[src/sv/trq_pkg.sv]
// ----------------------------------------------------------------------------
// trq_pkg
// Types, codes and defaults shared by the timed release task queue.
// ----------------------------------------------------------------------------
`default_nettype none

package trq_pkg;

   localparam int TRQ_DEPTH = 16;

   // request op codes
   localparam logic [1:0] OP_TICK   = 2'd0;
   localparam logic [1:0] OP_INSERT = 2'd1;
   localparam logic [1:0] OP_WIPE   = 2'd2;

   // result kinds
   localparam logic KIND_RELEASE = 1'b0;
   localparam logic KIND_DROP    = 1'b1;

   typedef struct packed {
      logic [1:0]  op;
      logic [63:0] event_time;
      logic [15:0] queue_id;
      logic [31:0] surf_handle;
      logic [15:0] clip_w;
      logic [15:0] clip_h;
   } req_type;

   typedef struct packed {
      logic        kind;
      logic [15:0] task_queue;
      logic [31:0] task_surface;
      logic [15:0] task_clip_w;
      logic [15:0] task_clip_h;
      logic        last;
   } rsp_type;

   // one held task; clip is height in 31..16, width in 15..0
   typedef struct packed {
      logic        valid;
      logic [63:0] time_ns;
      logic [15:0] queue;
      logic [31:0] surface;
      logic [31:0] clip;
   } entry_type;

   localparam entry_type EMPTY_ENTRY = '0;

   typedef enum logic [2:0] {
      CELL_HOLD,
      CELL_INSERT,
      CELL_WIPE,
      CELL_COMPACT,
      CELL_SHIFT
   } cell_cmd_type;

   // broadcast from the sequencer to every cell
   typedef struct packed {
      cell_cmd_type cmd;
      logic         phase;
      logic [63:0]  key_time;
      logic [15:0]  key_queue;
   } cell_ctrl_type;

endpackage

`default_nettype wire

[src/sv/trq_cell.sv]
// ----------------------------------------------------------------------------
// trq_cell
// One slot of the sorted chain: holds a task and trades it with neighbors.
// ----------------------------------------------------------------------------
`default_nettype none

module trq_cell import trq_pkg::*; #(
   parameter bit FIRST = 1'b0,
   parameter bit LAST  = 1'b0,
   parameter bit ODD   = 1'b0
) (
   input  logic          clock,
   input  logic          reset,
   input  cell_ctrl_type ctrl,
   input  entry_type     new_entry,
   input  entry_type     prev_entry,
   input  entry_type     next_entry,
   input  logic          prev_due,
   output entry_type     entry,
   output logic          due
);

   entry_type entry_ff;
   entry_type entry_in;

   assign entry = entry_ff;
   assign due   = entry_ff.valid && (entry_ff.time_ns <= ctrl.key_time);

   always_comb begin
      entry_in = entry_ff;
      unique case (ctrl.cmd)
         CELL_HOLD: begin
         end
         CELL_INSERT: begin
            // tasks at or before the new time stay; the rest move up one
            if (!due) begin
               if (FIRST || prev_due) begin
                  entry_in = new_entry;
               end else begin
                  entry_in = prev_entry;
               end
            end
         end
         CELL_WIPE: begin
            if (entry_ff.valid && (entry_ff.queue == ctrl.key_queue)) begin
               entry_in.valid = 1'b0;
            end
         end
         CELL_COMPACT: begin
            // odd/even pairing: a hole swaps with the live task to its right
            if (ODD == ctrl.phase) begin
               if (!LAST && !entry_ff.valid && next_entry.valid) begin
                  entry_in = next_entry;
               end
            end else begin
               if (!FIRST && !prev_entry.valid && entry_ff.valid) begin
                  entry_in.valid = 1'b0;
               end
            end
         end
         CELL_SHIFT: begin
            entry_in = next_entry;
         end
         default: begin
         end
      endcase
   end

   always_ff @(posedge clock) begin
      if (reset) begin
         entry_ff.valid <= 1'b0;
      end else begin
         entry_ff <= entry_in;
      end
   end

endmodule

`default_nettype wire

[config.mk]
export PLATFORM = sky130hd
export DESIGN_NAME = trq_cell
export DESIGN_NICKNAME = d
export VERILOG_FILES = /design/src/sv/trq_pkg.sv /design/src/sv/trq_cell.sv
export SDC_FILE = /design/constraint.sdc
export NUM_CORES = 1
export LEC_CHECK = 0
export ABC_AREA = 1
export BUFFER_PORTS_ARGS = -buffer_cell sky130_fd_sc_hd__buf_2
export CAP_MARGIN = 10
export CORE_AREA = 2 2 257 259
export DETAILED_ROUTE_END_ITERATION = 6
export DIE_AREA = 0 0 259 261
export PLACE_DENSITY = 0.37
export SLEW_MARGIN = 20
export SYNTH_ARGS = -nofsm -noshare
export SYNTH_HDL_FRONTEND = slang
export SYNTH_SLANG_ARGS = --single-unit
[constraint.sdc]
create_clock -name clock -period 6.7 [get_ports clock]
set_input_delay 0.335 -clock clock [delete_from_list [all_inputs] [get_ports clock]]
set_output_delay 0.335 -clock clock [all_outputs]
set_load 0.02 [all_outputs]
## After elaboration in Yosys (flattened, before gate mapping)

Cells that the tools add are included.

- Register bits after elaboration: 145
- Logic and storage cells: 37
- Output and inout bits: 146

- Reductions and logical operators: 10
- Muxes and demuxes: 9
- Magnitude comparators: 1
- Bitwise logic cells: 1
- Equality and inequality tests: 11

Operators by type and width:

| operator | count |
|---|---|
| $mux 145 | 3 |
| $pmux 144 s3 | 1 |
| $mux 144 | 1 |
| $le 64x64->1 | 1 |
| $eq 16x16->1 | 1 |
| $reduce_and 5->1 | 2 |
| $ne 2x2->1 const B | 4 |
| $eq 3x2->1 const B | 2 |
| $ne 3x3->1 const B | 2 |
| $logic_and 1x1->1 | 4 |
| $pmux 1 s4 | 1 |
| $reduce_bool 4->1 | 1 |
| $eq 3x1->1 const B | 1 |
| $eq 3x3->1 const B | 1 |
| $mux 1 | 3 |
| $reduce_bool 3->1 | 1 |
| $logic_not 1->1 | 2 |
| $not 1->1 | 1 |

## Longest topological paths before layout

- Word-level depth: 5
- Gate-level depth with buffers: 19

## Least setup slack after synthesis

No wires, ideal clock.

- Kind: reg2reg
- Start point: reg entry_ff, in the netlist entry[123]
- End point: reg entry_ff, in the netlist entry[0] (enable)
- Arrival time: 4.454 ns
- Setup time: 0.497 ns
- Stages on the path, launching flop included: 14
- Path slack: 1.749 ns
- Clock period less this slack: 4.951 ns
- Path through: edfxtp_1 > ha_1 > nand2_1 > inv_1 > nand3_1 > nor2_1 > nand3b_1 > nor3b_2 > nand2_1 > nand2_1 > nand2_1 > nand3_1 > nand3_1 > inv_1

- Longest elaborated chain between the ends: 4

Ends and longest elaborated chain:

| element | line | RTL |
|---|---|---|
| start, declared | trq_cell.sv:23 | `entry_type entry_ff;` |
| start signal, assigned | trq_cell.sv:73 | `entry_ff <= entry_in;` |
| $le 64x64->1 | trq_cell.sv:27 | `assign due = entry_ff.valid && (entry_ff.time_ns <= ctrl.key_time);` |
| $logic_and 1x1->1 | trq_cell.sv:27 |  |
| $ne 2x2->1 (no line) | -- |  |
| $reduce_and 5->1 (no line) | -- |  |

No other way between the ends.
A chain may end at the register's enable or synchronous reset.

## Worst setup path after layout

- Start point: reg entry_ff, in the netlist entry[141]
- End point: reg entry_ff, in the netlist entry[73] (enable)

Same word-level chain as after synthesis.

==> results.json <==
{
  "required_ps": 6810,
  "die_w_um": 259,
  "drive_above_1_share": 0.370,
  "maxCapViolCount": 0,
  "clkLatencyLatePin_ps": 480,
  "synth_area_um2": 9800,
  "grt_max_degree": 171,
  "netlist-cell-type-count": 35,
  "fin_crit_sh": 0.528,
  "grtUsageTotal": 0.121,
  "postSynth.asyncResetShare": 0,
  "remaining_drc_errors": 0,
  "yosys_register_bits": 145,
  "final_cell_mix": "666 x buf_2, 361 x nand2_1, 270 x o21ai_0",
  "clkTransAtPathRegs_ps": 70,
  "cp-start-kind": "flip-flop",
  "leakagePower_nw": 7.27,
  "initial_core_util": 0.151,
  "criticalPathCategory": "reg -> reg",
  "end_kind": "flip-flop",
  "rsz0062_at_grt": "false",
  "ctsHoldBuffers": 0,
  "netlist.top_cell.by_area": "edfxtp_1",
  "synth_area_leaders": "edfxtp_1 44%, nand2_1 14%, o21ai_0 14%",
  "max-slew-margin-rel": 0.484,
  "dr.pass1.iters": 5,
  "cts_tree": "done",
  "synth_nets": 1862,
  "syn_inst": 1276,
  "hold_viol_final": 0,
  "layout.nets": 2487,
  "largest_reg_flops": 145,
  "antenna_left": 0,
  "vias": 10300,
  "dpl.cell_count": 2746,
  "period_needed_ps": 3540,
  "numPortBuffers": 667,
  "cts_buffer_depth": 2,
  "rows": 94,
  "max-vdd-ir-drop_v": 0.000165,
  "hp-class": "in -> reg",
  "final_common_cell": "buf_2",
  "grt_overflow": 0,
  "dp_hpwl_um": 35800,
  "syn_avg_cell_area_um2": 7.68,
  "cts_setup_buffers": 0,
  "wl_per_cell_um": 15.3,
  "grt_pass1_wl_um": 60400,
  "clock_sinks": 145,
  "synth.top_cell.area_share": 0.441,
  "htreeDepth": 4,
  "die_y_um": 261,
  "arrival_ps": 3650,
  "finalWirelength_um": 42500,
  "synth_warnings": 0,
  "gp_congestion": 0.865,
  "numCtsBuffers": 17,
  "core_area_um2": 65000,
  "fmax_mhz": 283,
  "syn_to_final_growth_pct": 48.6,
  "skew_ps": 15.7,
  "viasPerCell": 3.70,
  "ys_seq_area_frac": 0.443,
  "worstPathMaxFanout": 77,
  "synthFlopType": "edfxtp_1",
  "setup-violations-final": 0,
  "root_buffer": "clkbuf_16",
  "final_cell_count_no_fill": 2781,
  "antenna_found_initial": 4,
  "fillerInstances": 7349,
  "worst_pin_slew_ps": 773,
  "die_area_um2": 67600,
  "synth_edf_count": 144,
  "grt_pass1_vias": 10300,
  "num_io_pins": 668,
  "slew_viol_final": 0,
  "fin_setup_tns_ps": 0,
  "status": "finished clean",
  "postCtsResizedCells": 0,
  "drt_iter0_drc": 444,
  "power_density_nw_per_um2": 183,
  "min_path_cells": 4,
  "reg2reg_depth": 11
}
area by class of cell:
class	instances	area, um^2	share of cell area
Inverter	236	891	0.0612
Timing Repair Buffer	670	3410	0.234
Sequential cell	145	4340	0.298
Tap cell	864	1080	0.0742
Clock inverter	14	145	0.00996
Multi-Input combinational cell	831	4260	0.293
Clock buffer	18	429	0.0295
Antenna cell	3	7.51	0.000515
worst paths after layout:
| kind | startpoint | end | slack (ps) |
|---|---|---|---|
| setup reg to reg | entry[141]$_DFFE_PP_ | entry[73]$_DFFE_PP_ | 3160 |
| setup / recovery | entry[141]$_DFFE_PP_ | entry[73]$_DFFE_PP_ | 3160 |
| hold reg to reg | entry[144]$_SDFFE_PP0P_ | entry[144]$_SDFFE_PP0P_ | 560 |
| hold / removal | reset | entry[144]$_SDFFE_PP0P_ | 120 |
synthesized netlist by cell type, types with 2 or more instances:
| library cell | n |
|---|---|
| a21oi_1 | 34 |
| buf_1 | 2 |
| buf_2 | 20 |
| buf_4 | 11 |
| buf_6 | 2 |
| clkbuf_1 | 29 |
| edfxtp_1 | 144 |
| ha_1 | 64 |
| inv_1 | 235 |
| nand2_1 | 361 |
| nand3_1 | 12 |
| nand4_1 | 6 |
| nor2_1 | 25 |
| nor3_1 | 4 |
| nor4_1 | 2 |
| o21a_1 | 3 |
| o21ai_0 | 270 |
| o21ai_1 | 28 |
| o22ai_1 | 3 |
| xnor2_1 | 3 |
| xor2_1 | 4 |
critical path, stage by stage, from the launching register on:
cell      delay (ps)
edfxtp_1         400
ha_1             320
nand4_1          220
nor3_1           270
nor3b_2          440
nand2_1          110
nand2_1           90
nand2_1           50
nand3_1           80
nand3_1          140
inv_6            480
buf_12           390
metrics by stage:
stage | setup WS [ps] | hold WS (ps) | total power, mW | utilization | area [um^2]
floorplan | 1750 | 481 | 1.42 | - | 9800
global placement | 2980 | 548 | 1.72 | 0.215 | 14000
detailed placement | 2950 | 547 | 1.72 | 0.215 | 14000
CTS | 2990 | 67.8 | 2.73 | 0.224 | 14600
global route | 2770 | 104 | 2.82 | 0.224 | 14600
finish | 3160 | 124 | 2.66 | 0.224 | 14600
power by group:
part	switching, mW	total (mW)	internal, mW
Sequential	0.0206	1.09	1.07
Clock	0.454	0.978	0.524
Combinational	0.352	0.593	0.241
Total	0.826	2.66	1.83
per-layer routing:
metal / vias to the layer above / track usage / part of all wire / wire length, um
li1: 5401 / - / - / -
met1: 4462 / 0.133 / 0.39 / 16800
met2: 380 / 0.219 / 0.51 / 21800
met3: 54 / 0.0295 / 0.060 / 2560
met4: 4 / 0.0570 / 0.030 / 1290
met5: - / 0 / 0.00064 / 27
cells by family (layout without fill, tap and decap cells):
family / Yosys count / count (layout) / synth area share
AO/OA/AOI/OAI: 344 / 344 / 0.179
adder cells (fa/ha/maj): 64 / 64 / 0.0817
AND/OR/NAND/NOR: 416 / 416 / 0.167
buffers and inverters: 300 / 938 / 0.123
XOR/XNOR: 7 / 7 / 0.00626
flip-flops: 145 / 145 / 0.443
other: 0 / 3 / 0
(Power assumes the default switching activity.)
